[config.mk]
export PLATFORM = sky130hd
export DESIGN_NAME = source_lexer_tokenizer_unit_flat
export DESIGN_NICKNAME = d
export VERILOG_FILES = /design/src/rtl/slt_pkg.sv /design/src/rtl/slt_in_if.sv /design/src/rtl/slt_out_if.sv /design/src/rtl/slt_front.sv /design/src/rtl/slt_queue.sv /design/src/rtl/slt_back.sv /design/src/rtl/source_lexer_tokenizer_unit.sv /design/src/flat_wrapper.sv
export SDC_FILE = /design/constraint.sdc
export NUM_CORES = 1
export LEC_CHECK = 0
export ABC_AREA = 0
export BUFFER_PORTS_ARGS = -buffer_cell sky130_fd_sc_hd__buf_4
export CORE_MARGIN = 2
export CORE_UTILIZATION = 60
export DETAILED_ROUTE_END_ITERATION = 7
export PLACE_DENSITY = 0.84
export SLEW_MARGIN = 30
export SYNTH_ARGS = -nofsm -noshare
export SYNTH_HDL_FRONTEND = slang
export SYNTH_SLANG_ARGS = --single-unit
[constraint.sdc]
create_clock -name i_clk -period 27 [get_ports i_clk]
set_input_delay 4.05 -clock i_clk [delete_from_list [all_inputs] [get_ports i_clk]]
set_output_delay 4.05 -clock i_clk [all_outputs]
set_load 0.02 [all_outputs]
[src/rtl/slt_pkg.sv]
package slt_pkg;

    localparam int KwBufLen   = 7;
    localparam int LenBits    = 16;
    localparam int QueueDepth = 4;

    localparam logic [LenBits-1:0] LEN_MAX = '1;

    // token kinds
    localparam logic [5:0] K_EOF   = 6'd0;
    localparam logic [5:0] K_DOT   = 6'd6;
    localparam logic [5:0] K_SPACE = 6'd21;
    localparam logic [5:0] K_IDENT = 6'd22;
    localparam logic [5:0] K_INT   = 6'd23;
    localparam logic [5:0] K_REAL  = 6'd24;
    localparam logic [5:0] K_KW0   = 6'd25;
    localparam logic [5:0] K_ERROR = 6'd41;

    // scan modes
    localparam logic [2:0] M_IDLE   = 3'd0;
    localparam logic [2:0] M_OP     = 3'd1;
    localparam logic [2:0] M_IDENT  = 3'd2;
    localparam logic [2:0] M_INT    = 3'd3;
    localparam logic [2:0] M_INTDOT = 3'd4;
    localparam logic [2:0] M_REAL   = 3'd5;
    localparam logic [2:0] M_ERR    = 3'd6;

    localparam logic [15:0][55:0] KW_TXT = '{
        56'("mut"), 56'("out"), 56'("in"), 56'("uniform"),
        56'("false"), 56'("true"), 56'("fn"), 56'("for"),
        56'("while"), 56'("return"), 56'("else"), 56'("if"),
        56'("let"), 56'("struct"), 56'("and"), 56'("or")
    };
    localparam logic [15:0][2:0] KW_LEN = '{
        3'd3, 3'd3, 3'd2, 3'd7, 3'd5, 3'd4, 3'd2, 3'd3,
        3'd5, 3'd6, 3'd4, 3'd2, 3'd3, 3'd6, 3'd3, 3'd2
    };

    typedef struct packed {
        logic [5:0]         kind;
        logic [31:0]        start;
        logic [15:0]        len;
    } t_tok;

    typedef struct packed {
        t_tok [2:0]  toks;
        logic [1:0]  cnt;
        logic [31:0] line;
    } t_bundle;

    function automatic logic is_digit(input logic [7:0] b);
        return b >= "0" && b <= "9";
    endfunction

    function automatic logic is_alpha(input logic [7:0] b);
        return (b >= "a" && b <= "z") || (b >= "A" && b <= "Z");
    endfunction

    function automatic logic [5:0] punct_kind(input logic [7:0] b);
        logic [5:0] k;
        case (b)
            "{": k = 6'd1;  "}": k = 6'd2;  "(": k = 6'd3;  ")": k = 6'd4;
            ",": k = 6'd5;  ".": k = 6'd6;  "-": k = 6'd7;  "+": k = 6'd8;
            ";": k = 6'd9;  ":": k = 6'd10; "*": k = 6'd11; "/": k = 6'd12;
            default: k = 6'd0;
        endcase
        return k;
    endfunction

    function automatic logic [5:0] op_kind(input logic [7:0] b);
        logic [5:0] k;
        case (b)
            "!": k = 6'd13; "=": k = 6'd15; "<": k = 6'd17; ">": k = 6'd19;
            default: k = 6'd0;
        endcase
        return k;
    endfunction

    function automatic logic [5:0] kw_kind(input logic [KwBufLen-1:0][7:0] chars,
                                           input logic [LenBits-1:0] run);
        logic [5:0] k;
        logic       hit;
        k = K_IDENT;
        for (int i = 0; i < 16; i++) begin
            hit = (run == LenBits'(KW_LEN[i]));
            for (int j = 0; j < KwBufLen; j++) begin
                if (j < int'(KW_LEN[i]) &&
                    chars[j] != KW_TXT[i][(int'(KW_LEN[i]) - 1 - j) * 8 +: 8]) begin
                    hit = 1'b0;
                end
            end
            if (hit) begin
                k = K_KW0 + 6'(i);
            end
        end
        return k;
    endfunction

endpackage

[src/rtl/slt_in_if.sv]
interface slt_in_if;
    logic       valid;
    logic       ready;
    logic [7:0] char_byte;
    logic       end_of_source;

    modport source (output valid, output char_byte, output end_of_source, input ready);
    modport sink (input valid, input char_byte, input end_of_source, output ready);
endinterface

[src/rtl/slt_out_if.sv]
interface slt_out_if;
    logic        valid;
    logic        ready;
    logic [5:0]  token_kind;
    logic [31:0] token_line;
    logic [31:0] token_start;
    logic [15:0] token_length;
    logic        last_of_run;

    modport source (output valid, output token_kind, output token_line, output token_start,
                    output token_length, output last_of_run, input ready);
    modport sink (input valid, input token_kind, input token_line, input token_start,
                  input token_length, input last_of_run, output ready);
endinterface

[src/rtl/slt_front.sv]
module slt_front import slt_pkg::*; (
    input  logic        i_clk,
    input  logic        i_rst_n,
    input  logic        i_fire,
    input  logic [7:0]  i_char,
    input  logic        i_end,
    input  logic        i_cfg_we,
    input  logic        i_cfg_idx,
    input  logic [15:0] i_cfg_data,
    output logic        o_push,
    output t_bundle     o_bundle
);

    logic                       r_ws_en, n_ws_en;
    logic [15:0]                r_first, n_first;
    logic [31:0]                r_line, n_line;
    logic [31:0]                r_off, n_off;
    logic [31:0]                r_begin, n_begin;
    logic [2:0]                 r_mode, n_mode;
    logic [5:0]                 r_pend, n_pend;
    logic [LenBits-1:0]         r_run, n_run;
    logic [KwBufLen-1:0][7:0]   r_kw, n_kw;

    t_tok [2:0] toks;
    logic [1:0] cnt;
    logic       consumed;
    logic [7:0] b;
    logic [5:0] pk;
    logic [5:0] ok;

    function automatic t_tok mk(input logic [5:0] k, input logic [31:0] s,
                                input logic [LenBits-1:0] l);
        t_tok t;
        t.kind  = k;
        t.start = s;
        t.len   = l;
        return t;
    endfunction

    always_comb begin
        n_ws_en  = r_ws_en;
        n_first  = r_first;
        n_line   = r_line;
        n_off    = r_off;
        n_begin  = r_begin;
        n_mode   = r_mode;
        n_pend   = r_pend;
        n_run    = r_run;
        n_kw     = r_kw;
        toks     = '0;
        cnt      = 2'd0;
        consumed = 1'b0;
        b        = i_char;
        pk       = punct_kind(i_char);
        ok       = op_kind(i_char);

        if (i_cfg_we) begin
            if (i_cfg_idx) begin
                n_first = i_cfg_data;
            end else begin
                n_ws_en = i_cfg_data[0];
            end
        end

        if (!i_end) begin
            case (r_mode)
                M_ERR: consumed = 1'b1;
                M_OP: begin
                    if (b == "=") begin
                        toks[cnt] = mk(r_pend + 6'd1, r_begin, LenBits'(2));
                        cnt = cnt + 2'd1;
                        n_mode = M_IDLE;
                        consumed = 1'b1;
                    end
                end
                M_IDENT: begin
                    if (is_alpha(b) || is_digit(b) || b == "_") begin
                        if (r_run < LenBits'(KwBufLen)) begin
                            n_kw[r_run[2:0]] = b;
                        end
                        if (r_run != LEN_MAX) n_run = r_run + 1'b1;
                        consumed = 1'b1;
                    end
                end
                M_INT: begin
                    if (is_digit(b)) begin
                        if (r_run != LEN_MAX) n_run = r_run + 1'b1;
                        consumed = 1'b1;
                    end else if (b == ".") begin
                        if (r_run != LEN_MAX) n_run = r_run + 1'b1;
                        n_mode = M_INTDOT;
                        consumed = 1'b1;
                    end
                end
                M_INTDOT, M_REAL: begin
                    if (is_digit(b)) begin
                        if (r_run != LEN_MAX) n_run = r_run + 1'b1;
                        n_mode = M_REAL;
                        consumed = 1'b1;
                    end
                end
                default: ;
            endcase
        end

        // flush pending token
        if (i_end || !consumed) begin
            case (r_mode)
                M_OP: begin
                    toks[cnt] = mk(r_pend, r_begin, LenBits'(1));
                    cnt = cnt + 2'd1;
                    n_mode = M_IDLE;
                end
                M_IDENT: begin
                    toks[cnt] = mk((r_run > LenBits'(KwBufLen)) ? K_IDENT
                                   : kw_kind(r_kw, r_run), r_begin, r_run);
                    cnt = cnt + 2'd1;
                    n_mode = M_IDLE;
                end
                M_INT: begin
                    toks[cnt] = mk(K_INT, r_begin, r_run);
                    cnt = cnt + 2'd1;
                    n_mode = M_IDLE;
                end
                M_REAL: begin
                    toks[cnt] = mk(K_REAL, r_begin, r_run);
                    cnt = cnt + 2'd1;
                    n_mode = M_IDLE;
                end
                M_INTDOT: begin
                    toks[cnt] = mk(K_INT, r_begin,
                                   (r_run != LEN_MAX) ? r_run - 1'b1 : LEN_MAX);
                    cnt = cnt + 2'd1;
                    toks[cnt] = mk(K_DOT, r_off - 32'd1, LenBits'(1));
                    cnt = cnt + 2'd1;
                    n_mode = M_IDLE;
                end
                default: ;
            endcase
        end

        if (i_end) begin
            toks[cnt] = mk(K_EOF, r_off, '0);
            cnt = cnt + 2'd1;
            n_line  = {16'd0, r_first};
            n_off   = '0;
            n_begin = '0;
            n_mode  = M_IDLE;
            n_pend  = '0;
            n_run   = '0;
        end else begin
            if (!consumed) begin
                n_begin = r_off;
                if (pk != 6'd0) begin
                    toks[cnt] = mk(pk, r_off, LenBits'(1));
                    cnt = cnt + 2'd1;
                end else if (ok != 6'd0) begin
                    n_pend = ok;
                    n_mode = M_OP;
                end else if (b == 8'h0a) begin
                    n_line = r_line + 32'd1;
                end else if (b == " " || b == 8'h09 || b == 8'h0d || b == 8'h00) begin
                    if (r_ws_en) begin
                        toks[cnt] = mk(K_SPACE, r_off, LenBits'(1));
                        cnt = cnt + 2'd1;
                    end
                end else if (is_digit(b)) begin
                    n_mode = M_INT;
                    n_run  = LenBits'(1);
                end else if (is_alpha(b) || b == "_") begin
                    n_mode  = M_IDENT;
                    n_run   = LenBits'(1);
                    n_kw[0] = b;
                end else begin
                    toks[cnt] = mk(K_ERROR, r_off, LenBits'(1));
                    cnt = cnt + 2'd1;
                    n_mode = M_ERR;
                end
            end
            n_off = r_off + 32'd1;
        end
    end

    assign o_push        = i_fire && (cnt != 2'd0);
    assign o_bundle.toks = toks;
    assign o_bundle.cnt  = cnt;
    assign o_bundle.line = r_line;

    always_ff @(posedge i_clk) begin
        if (!i_rst_n) begin
            r_ws_en <= 1'b0;
            r_first <= 16'd1;
            r_line  <= 32'd1;
            r_off   <= '0;
            r_begin <= '0;
            r_mode  <= M_IDLE;
            r_pend  <= '0;
            r_run   <= '0;
        end else begin
            r_ws_en <= n_ws_en;
            r_first <= n_first;
            if (i_fire) begin
                r_line  <= n_line;
                r_off   <= n_off;
                r_begin <= n_begin;
                r_mode  <= n_mode;
                r_pend  <= n_pend;
                r_run   <= n_run;
            end
        end
    end

    always_ff @(posedge i_clk) begin
        if (i_fire) begin
            r_kw <= n_kw;
        end
    end

    a_end_rearms: assert property (@(posedge i_clk) disable iff (!i_rst_n)
        i_fire && i_end |=> r_off == 32'd0 && r_mode == M_IDLE)
        else $error("end beat did not rearm scanner");
    a_end_has_eof: assert property (@(posedge i_clk) disable iff (!i_rst_n)
        i_fire && i_end |-> o_push && toks[cnt - 2'd1].kind == K_EOF)
        else $error("end beat without EOF token");
    a_err_sticky: assert property (@(posedge i_clk) disable iff (!i_rst_n)
        r_mode == M_ERR && i_fire && !i_end |-> !o_push)
        else $error("token emitted in error mode");

endmodule

[src/rtl/slt_queue.sv]
module slt_queue import slt_pkg::*; (
    input  logic    i_clk,
    input  logic    i_rst_n,
    input  logic    i_push,
    input  t_bundle i_data,
    input  logic    i_pop,
    output logic    o_full,
    output logic    o_valid,
    output t_bundle o_data
);

    localparam int PtrW = $clog2(QueueDepth);

    t_bundle             r_mem [QueueDepth];
    logic [PtrW-1:0]     r_head, r_tail;
    logic [PtrW:0]       r_count;

    assign o_full  = r_count == (PtrW+1)'(QueueDepth);
    assign o_valid = r_count != '0;
    assign o_data  = r_mem[r_head];

    always_ff @(posedge i_clk) begin
        if (!i_rst_n) begin
            r_head  <= '0;
            r_tail  <= '0;
            r_count <= '0;
        end else begin
            if (i_push) r_tail <= r_tail + 1'b1;
            if (i_pop) r_head <= r_head + 1'b1;
            r_count <= r_count + (PtrW+1)'(i_push) - (PtrW+1)'(i_pop);
        end
    end

    always_ff @(posedge i_clk) begin
        if (i_push) r_mem[r_tail] <= i_data;
    end

    a_no_overflow: assert property (@(posedge i_clk) disable iff (!i_rst_n)
        o_full |-> !i_push)
        else $error("push into full queue");
    a_no_underflow: assert property (@(posedge i_clk) disable iff (!i_rst_n)
        !o_valid |-> !i_pop)
        else $error("pop from empty queue");

endmodule

[src/rtl/slt_back.sv]
module slt_back import slt_pkg::*; (
    input  logic    i_clk,
    input  logic    i_rst_n,
    input  logic    i_q_valid,
    input  t_bundle i_q_data,
    output logic    o_pop,
    slt_out_if.source out_ch
);

    logic       r_valid;
    t_bundle    r_b;
    logic [1:0] r_idx;
    logic       last;
    logic       fire;
    t_tok       cur;

    assign cur   = r_b.toks[r_idx];
    assign last  = r_idx == (r_b.cnt - 2'd1);
    assign fire  = r_valid && out_ch.ready;
    assign o_pop = i_q_valid && (!r_valid || (fire && last));

    assign out_ch.valid        = r_valid;
    assign out_ch.token_kind   = cur.kind;
    assign out_ch.token_line   = r_b.line;
    assign out_ch.token_start  = cur.start;
    assign out_ch.token_length = cur.len;
    assign out_ch.last_of_run  = last;

    always_ff @(posedge i_clk) begin
        if (!i_rst_n) begin
            r_valid <= 1'b0;
            r_idx   <= '0;
        end else if (o_pop) begin
            r_valid <= 1'b1;
            r_idx   <= '0;
        end else if (fire) begin
            if (last) begin
                r_valid <= 1'b0;
            end else begin
                r_idx <= r_idx + 2'd1;
            end
        end
    end

    always_ff @(posedge i_clk) begin
        if (o_pop) r_b <= i_q_data;
    end

    a_idx_range: assert property (@(posedge i_clk) disable iff (!i_rst_n)
        r_valid |-> r_idx < r_b.cnt)
        else $error("token index beyond bundle");

endmodule

[src/rtl/source_lexer_tokenizer_unit.sv]
// channel  | dir | beat payload
// in_ch    | in  | char_byte[7:0], end_of_source
// out_ch   | out | token_kind, token_line, token_start, token_length, last_of_run
// cfg      | in  | i_cfg_we, i_cfg_idx (0 scan_whitespace, 1 first_line), i_cfg_data[15:0]
//
// One source byte per cycle unless the queue fills; scanner state updates as a beat is taken.
// Each beat yields up to three tokens in one queue entry (4 deep), sent one per ready cycle.
// Output is limited to one token per cycle; bursts of multi-token beats fill the queue.
// in_ch.ready drops only when the queue is full. Reset is synchronous, no clearing pass.
module source_lexer_tokenizer_unit import slt_pkg::*; (
    input  logic        i_clk,
    input  logic        i_rst_n,
    slt_in_if.sink      in_ch,
    slt_out_if.source   out_ch,
    input  logic        i_cfg_we,
    input  logic        i_cfg_idx,
    input  logic [15:0] i_cfg_data
);

    logic    fire;
    logic    push;
    logic    pop;
    logic    full;
    logic    q_valid;
    t_bundle f_bundle;
    t_bundle q_bundle;

    assign in_ch.ready = !full;
    assign fire        = in_ch.valid && !full;

    slt_front u_front (
        .i_clk      (i_clk),
        .i_rst_n    (i_rst_n),
        .i_fire     (fire),
        .i_char     (in_ch.char_byte),
        .i_end      (in_ch.end_of_source),
        .i_cfg_we   (i_cfg_we),
        .i_cfg_idx  (i_cfg_idx),
        .i_cfg_data (i_cfg_data),
        .o_push     (push),
        .o_bundle   (f_bundle)
    );

    slt_queue u_queue (
        .i_clk   (i_clk),
        .i_rst_n (i_rst_n),
        .i_push  (push),
        .i_data  (f_bundle),
        .i_pop   (pop),
        .o_full  (full),
        .o_valid (q_valid),
        .o_data  (q_bundle)
    );

    slt_back u_back (
        .i_clk     (i_clk),
        .i_rst_n   (i_rst_n),
        .i_q_valid (q_valid),
        .i_q_data  (q_bundle),
        .o_pop     (pop),
        .out_ch    (out_ch)
    );

endmodule
[src/flat_wrapper.sv]
// flat-port wrapper written by rule: the top's interface ports become plain ports
module source_lexer_tokenizer_unit_flat import slt_pkg::*;
  (i_clk, i_rst_n, i_cfg_we, i_cfg_idx, i_cfg_data, in_ch_valid, in_ch_char_byte, in_ch_end_of_source, in_ch_ready, out_ch_valid, out_ch_token_kind, out_ch_token_line, out_ch_token_start, out_ch_token_length, out_ch_last_of_run, out_ch_ready);
  slt_in_if in_ch_i ();
  slt_out_if out_ch_i ();
  input  logic i_clk;
  input  logic i_rst_n;
  input  logic i_cfg_we;
  input  logic i_cfg_idx;
  input  logic [15:0] i_cfg_data;
  input wire logic [$bits(in_ch_i.valid)-1:0] in_ch_valid;
  input wire logic [$bits(in_ch_i.char_byte)-1:0] in_ch_char_byte;
  input wire logic [$bits(in_ch_i.end_of_source)-1:0] in_ch_end_of_source;
  output wire logic [$bits(in_ch_i.ready)-1:0] in_ch_ready;
  output wire logic [$bits(out_ch_i.valid)-1:0] out_ch_valid;
  output wire logic [$bits(out_ch_i.token_kind)-1:0] out_ch_token_kind;
  output wire logic [$bits(out_ch_i.token_line)-1:0] out_ch_token_line;
  output wire logic [$bits(out_ch_i.token_start)-1:0] out_ch_token_start;
  output wire logic [$bits(out_ch_i.token_length)-1:0] out_ch_token_length;
  output wire logic [$bits(out_ch_i.last_of_run)-1:0] out_ch_last_of_run;
  input wire logic [$bits(out_ch_i.ready)-1:0] out_ch_ready;
  assign in_ch_i.valid = in_ch_valid;
  assign in_ch_i.char_byte = in_ch_char_byte;
  assign in_ch_i.end_of_source = in_ch_end_of_source;
  assign in_ch_ready = in_ch_i.ready;
  assign out_ch_valid = out_ch_i.valid;
  assign out_ch_token_kind = out_ch_i.token_kind;
  assign out_ch_token_line = out_ch_i.token_line;
  assign out_ch_token_start = out_ch_i.token_start;
  assign out_ch_token_length = out_ch_i.token_length;
  assign out_ch_last_of_run = out_ch_i.last_of_run;
  assign out_ch_i.ready = out_ch_ready;
  source_lexer_tokenizer_unit u_core (.i_clk(i_clk), .i_rst_n(i_rst_n), .in_ch(in_ch_i), .out_ch(out_ch_i), .i_cfg_we(i_cfg_we), .i_cfg_idx(i_cfg_idx), .i_cfg_data(i_cfg_data));
endmodule
== Word level (Yosys, flattened, before mapping) ==
Memory sizes are Yosys's and may differ from the RTL's. A register that Yosys moved wholly into a read port is not among the register bits.
Cells that the tools add are included.

* Register bits after elaboration: 204
* RAM bits: 784
* Input bits: 31
* Output and inout bits: 89
* Word-level logic and storage cells: 410
* Memories: 1

{| class="wikitable"
|+ Memory list
! name !! depth !! bits a word !! read ports !! clocked after memory_dff !! write ports !! line !! RTL
|-
| u_core.u_queue.r_mem || 4 || 196 || 1 || 1 || 1 || slt_queue.sv:14 || <nowiki>t_bundle r_mem [QueueDepth];</nowiki>
|}

* Add/sub/neg operators: 15
* Magnitude comparators: 17
* Equal/unequal tests: 81
* Muxes and demuxes: 227
* Bitwise logic cells: 4
* Reduce and logical (&&, ||, !) cells: 45

{| class="wikitable"
|+ Operators by type and width
! operator !! number
|-
| 162-bit bitwise mux || 10
|-
| 162-bit 2-to-1 mux || 10
|-
| 162-bit one-hot mux with 5 select lines || 1
|-
| 54-bit 2-to-1 mux || 7
|-
| 8-bit by 7-bit != test with 1-bit output (second input constant) || 42
|-
| 54-bit demux with 2-bit select || 3
|-
| 32-bit 2-to-1 mux || 8
|-
| 16-bit 2-to-1 mux || 14
|-
| 6-bit 2-to-1 mux || 22
|-
| 8-bit by 6-bit equality test with 1-bit output (second input constant) || 15
|-
| 54-bit binary-select mux with 2-bit select || 1
|-
| 8-bit 2-to-1 mux || 13
|-
| 1-bit 2-to-1 mux || 103
|-
| 32-bit by 1-bit adder with 32-bit output (second input constant) || 2
|-
| 16-bit by 3-bit equality test with 1-bit output (second input constant) || 4
|-
| 56-bit bitwise mux || 1
|-
| 16-bit one-hot mux with 3 select lines || 1
|-
| 4-bit one-hot mux with 12 select lines || 1
|-
| 3-bit 2-to-1 mux || 14
|-
| 16-bit by 2-bit equality test with 1-bit output (second input constant) || 2
|-
| 32-bit by 1-bit subtractor with 32-bit output (second input constant) || 1
|-
| 8-bit demux with 3-bit select || 1
|-
| 8-bit by 4-bit equality test with 1-bit output (second input constant) || 3
|-
| 8-bit by 7-bit equality test with 1-bit output (second input constant) || 3
|-
| other kinds (43) || 107
|}

== Depth between registers and ports, before layout ==
* Depth in word-level cells: 42
* Depth in mapped cells: 21
* Mapped depth without buffers: 18

== Cells and area by module ==
From an unflattened synthesis, not the netlist that was laid out.

* Cells, all modules: 3202
* Area, all modules: 49626.3 µm²

{| class="wikitable"
|+ Modules (own cells, without submodules)
! module !! instances !! cells each !! area an instance (µm²) !! sequential area each (µm²)
|-
| slt_queue || 1 || 1067 || 28720.0 || 23722.8
|-
| slt_front || 1 || 1701 || 13411.6 || 4404.2
|-
| slt_back || 1 || 432 || 7484.7 || 5945.7
|-
| source_lexer_tokenizer_unit || 1 || 2 || 10.0 || 0.0
|}

== Worst setup path after synthesis ==
No wires, ideal clock.

* Path type: input to register
* Start point: input port out_ch_ready
* End point: register u_core.u_queue.r_count[2]
* Library setup time: 115 ps
* Data arrival time: 15362 ps
* Data required time: 26885 ps
* Slack: 11523 ps
* Cell stages on the path: 10
* Buffers on the path: 0
* Cells stage by stage: nand2_1 a21oi_1 ha_1 inv_1 ha_1 inv_1 fa_1 xnor2_1 xnor2_1 and2_1

* Longest elaborated chain between the ends: 5

{| class="wikitable"
|+ RTL lines
! what !! line !! RTL
|-
| start, declared || flat_wrapper.sv:21 || <nowiki>input wire logic [$bits(out_ch_i.ready)-1:0] out_ch_ready;</nowiki>
|-
| 1-bit logical AND || slt_back.sv:19 || <nowiki>assign fire = r_valid && out_ch.ready;</nowiki>
|-
| 1-bit logical AND || slt_back.sv:20 || <nowiki>assign o_pop = i_q_valid && (!r_valid || (fire && last));</nowiki>
|-
| 1-bit logical OR || slt_back.sv:20 ||
|-
| 1-bit logical AND || slt_back.sv:20 ||
|-
| named net u_core.pop || source_lexer_tokenizer_unit.sv:22 || <nowiki>logic pop;</nowiki>
|-
| 3-bit by 1-bit subtractor with 3-bit output || slt_queue.sv:30 || <nowiki>r_count <= r_count + (PtrW+1)'(i_push) - (PtrW+1)'(i_pop);</nowiki>
|-
| end signal, assigned || slt_queue.sv:30 ||
|-
| end, declared || slt_queue.sv:16 || <nowiki>logic [PtrW:0] r_count;</nowiki>
|}

The timed path passes the listed nets, and every way through them passes these cells.
A chain may end at the register's enable or synchronous reset.

==> metrics.md <==
| Metric | Value |
|---|---|
| Post-Synth Adder-Cell Area | `0.00590` |
| Worst-path clk slew | `60 ps` |
| Critical Path AT | `9520 ps` |
| Die height | `280 µm` |
| Post-Synth Simple-Gate Area | `0.0970` |
| Hold WS | `468 ps` |
| HPWL Detailed | `63.4 mm` |
| Synth Area in Compound Gates | `0.0596` |
| CTS Buf Count | `105` |
| Clk_lat worst skew | `680 ps` |
| Failing checks | `design-rule violations` |
| Max Buffers Root-to-Sink | `3` |
| Power per standard cell area | `93.8 mW/mm²` |
| Initial Util | `0.605` |
| CTS tree | `yes` |
| Max H-tree Level | `3` |
| Antenna violations before repair | `0` |
| Final Max Slew Viols | `0` |
| CP Data Required Time | `27270 ps` |
| Startpoint Class | `input port` |
| Setup TNS Final | `0 ps` |
| Average via count per standard cell | `6.52` |
| Netlist cell types | `88` |
| Core region area | `0.0757 mm²` |
| Area Overhead vs Synth | `11.4%` |
| Max incr delay on CP | `860 ps` |
| Post-route DRC | `1` |
| NumNets Final | `3167` |
| Xor-xnor portion of the synthesized cell area | `0.0140` |
| Initial drt markers | `3454` |
| Most common cell on crit path | `buf_4` |
| Post-synthesis cell area | `0.0458 mm²` |
| FFs w/ async S/R, synth | `0` |
| Status | `finished with violations` |
| Slowest CP cell | `buf_4` |
| Clock root buffer | `clkbuf_16` |
| Crit path max fanout | `61` |
| Seq cells post-synth | `1107` |
| Vias | `27200` |
| Main combinational cell family by area after synthesis | `multiplexers` |
| Post-CTS setup buffers | `0` |
| Layout cell share with drive strength beyond 1 | `0.167` |
| Aggregate global routing overflow | `0` |
| Crit-path leading delay family | `simple AND/OR/NAND/NOR gates` |
| Drt total wl | `107 mm` |
| R2r startpoint | `u_core.u_front.r_mode[0]` |
| Largest net degree at the start of global routing | `103` |
| First-pass GRT wire length | `164 mm` |
| Syn_area_per_cell | `15.2 µm²` |
| Post-Synthesis Cells | `3013` |
| Post-synth EDFFs | `961` |
| Pre-Repair DR Iteration Count | `8` |
| Final hold viol count | `0` |
| Commonest non-fill, non-tap cell in the layout | `edfxtp_1` |
| Power Total | `4.78 mW` |
| Row count | `101` |
| Io pins | `120` |
| Post-route ant nets | `0` |
| Die Width | `280 µm` |
| Critical path origin | `in_ch_char_byte[4]` |
| Final GP Congestion | `0.894` |
| Sink Count | `1107` |
| Number of gates resized after CTS | `0` |
| Post-CTS Hold Buffers | `0` |
| # setup viols final | `0` |
| Syn. warnings | `0` |
| Max Freq | `0.108 GHz` |
| RSZ-0062 raised after global routing | `no` |
| Util after Layout | `0.674` |
| Diodes inserted | `0` |
| Commonest non-fill, non-tap cells in the layout | `961 x edfxtp_1, 260 x nand2_1, 183 x nor2_1, 181 x mux4_2, 161 x o21ai_0` |
| P_leak | `16.4 nW` |
| # port buffers | `119` |
| Number of max-cap violations | `0` |
| VDD IR max | `0.0000570 V` |
| DIE AREA | `0.0786 mm²` |
| Gr usage total | `0.275` |
| Critical Path End Type | `flip-flop` |
| Wire per inst | `25.6 µm` |
| Hold WC Path Type | `reg2reg` |
| Worst hold start | `u_core.u_front.r_first[13]` |
| Top_reg_cell synth | `edfxtp_1` |
| Crit share post-route | `0.343` |
| Critical path class | `in2reg` |
| Slew @ Worst Pin | `989 ps` |
| CP bufs+invs | `3` |
| Final worst path period need | `9260 ps` |
| Post-synthesis mux area share | `0.105` |
| Number of global-route vias before repair | `28100` |
| Critical path cell sequence | `buf_4 > or4_1 > a21o_1 > a21oi_1 > nand2_1 > nand2b_1 > nand2_1 > ha_1 > o32ai_1 > o21a_1 > and2_4 > buf_4 > buf_4` |
| Register area share after synthesis | `0.694` |
| Slew headroom | `0.338` |
| Worst clock skew | `37.5 ps` |
[worst paths after layout]
path | slack [ps] | endpoint | cells after the start
worst min-delay path | 470 | u_core.u_front.r_first[13] | 2
worst min register to register | 470 | u_core.u_front.r_first[13] | 2
worst max-delay path | 17740 | u_core.u_queue.r_mem[1][32] | 13
worst max register to register | 20530 | u_core.u_queue.r_mem[1][32] | 12
[cells by family (layout without fill, tap and decap cells)]
family / count (synthesis) / count (layout)
compound gates: 436 / 436
xor+xnor: 73 / 73
fa+ha+maj: 21 / 21
buf+inv: 251 / 380
flops: 1107 / 1107
mux: 253 / 253
other cells: 1 / 60
simple gates: 871 / 871
[registers in the layout (all words and copies together), names as in the netlist, 3 cells and up]
register / flops
u_core.u_front.r_line: 32
u_core.u_front.r_pend: 4
u_core.u_front.r_begin: 32
u_core.u_front.r_off: 32
u_core.u_queue.r_count: 3
u_core.u_front.r_mode: 3
u_core.u_queue.r_mem: 724
u_core.u_front.r_kw: 56
u_core.u_back.out_ch.token_line: 32
u_core.u_front.r_run: 16
u_core.u_front.r_first: 16
u_core.u_back.r_b: 149
[stage by stage]
step	cell area, µm²	worst slack [ps]	instances
floorplan	46000	11520	3072
finish	51000	17740	4179
global route	51000	17370	4179
detailed placement	47600	16710	3982
global placement	47500	16790	3978
CTS	50900	17390	4175
[power breakdown]
group	internal [mW]	switching [mW]
combinational	0.393	0.627
clock	0.795	0.616
sequential	2.24	0.115
total	3.43	1.36
[layer usage]
| metal | up-vias | global-route usage | wire (µm) |
|---|---|---|---|
| li1 | 11700 | - | - |
| met1 | 13700 | 0.364 | 41000 |
| met2 | 1574 | 0.467 | 54400 |
| met3 | 263 | 0.0378 | 8380 |
| met4 | 0 | 0.106 | 3380 |
| met5 | - | 0 | 0 |
[cell type report]
class	instances	area [µm²]
multi-input combinational	1714	13200
inverter	31	116
sequential	1107	31800
timing repair buffer	156	1330
tap	978	1220
fill	4699	24700
clock buffer	148	2880
clock inverter	45	440
[synth_stat cells (8+ instances only)]
| master | instances | area [µm²] |
|---|---|---|
| buf_4 | 32 | 240 |
| nand3b_1 | 9 | 67.6 |
| buf_2 | 29 | 145 |
| nand2_1 | 261 | 980 |
| or4_1 | 13 | 97.6 |
| and3_1 | 26 | 163 |
| mux2_2 | 9 | 101 |
| a32oi_1 | 8 | 70.1 |
| dfxtp_1 | 146 | 2920 |
| a22oi_1 | 58 | 435 |
| nand3_1 | 53 | 265 |
| nor2_1 | 185 | 694 |
| or3_1 | 13 | 81.3 |
| buf_1 | 31 | 116 |
| a21oi_1 | 83 | 415 |
| a21boi_0 | 20 | 150 |
| nand2b_1 | 20 | 125 |
| a21o_1 | 8 | 60.1 |
| o22ai_1 | 9 | 56.3 |
| ha_1 | 20 | 250 |
| edfxtp_1 | 961 | 28900 |
| xnor2_1 | 26 | 228 |
| mux2i_1 | 63 | 631 |
| nand4_1 | 31 | 194 |
| mux4_2 | 181 | 4080 |
| a31oi_1 | 11 | 68.8 |
| o21ai_0 | 161 | 806 |
| clkbuf_1 | 125 | 469 |
| nor4_1 | 22 | 138 |
| nor3b_1 | 10 | 75.1 |
| inv_1 | 30 | 113 |
| nor2b_1 | 67 | 419 |
| nor3_1 | 50 | 250 |
| o2bb2ai_1 | 17 | 149 |
| xor2_1 | 47 | 412 |
| and2_1 | 55 | 344 |
[worst register-to-register path, stage by stage (launching register included)]
cell      delay (ps)
dfxtp_1          810
nand2b_1         420
o41a_1           560
and3_1           200
nand2_1          320
nand2b_1         360
nand2_1          220
ha_1             250
o32ai_1          320
o21a_1           350
and2_4           500
buf_4            800
buf_4            910
(Power assumes the default switching activity.)
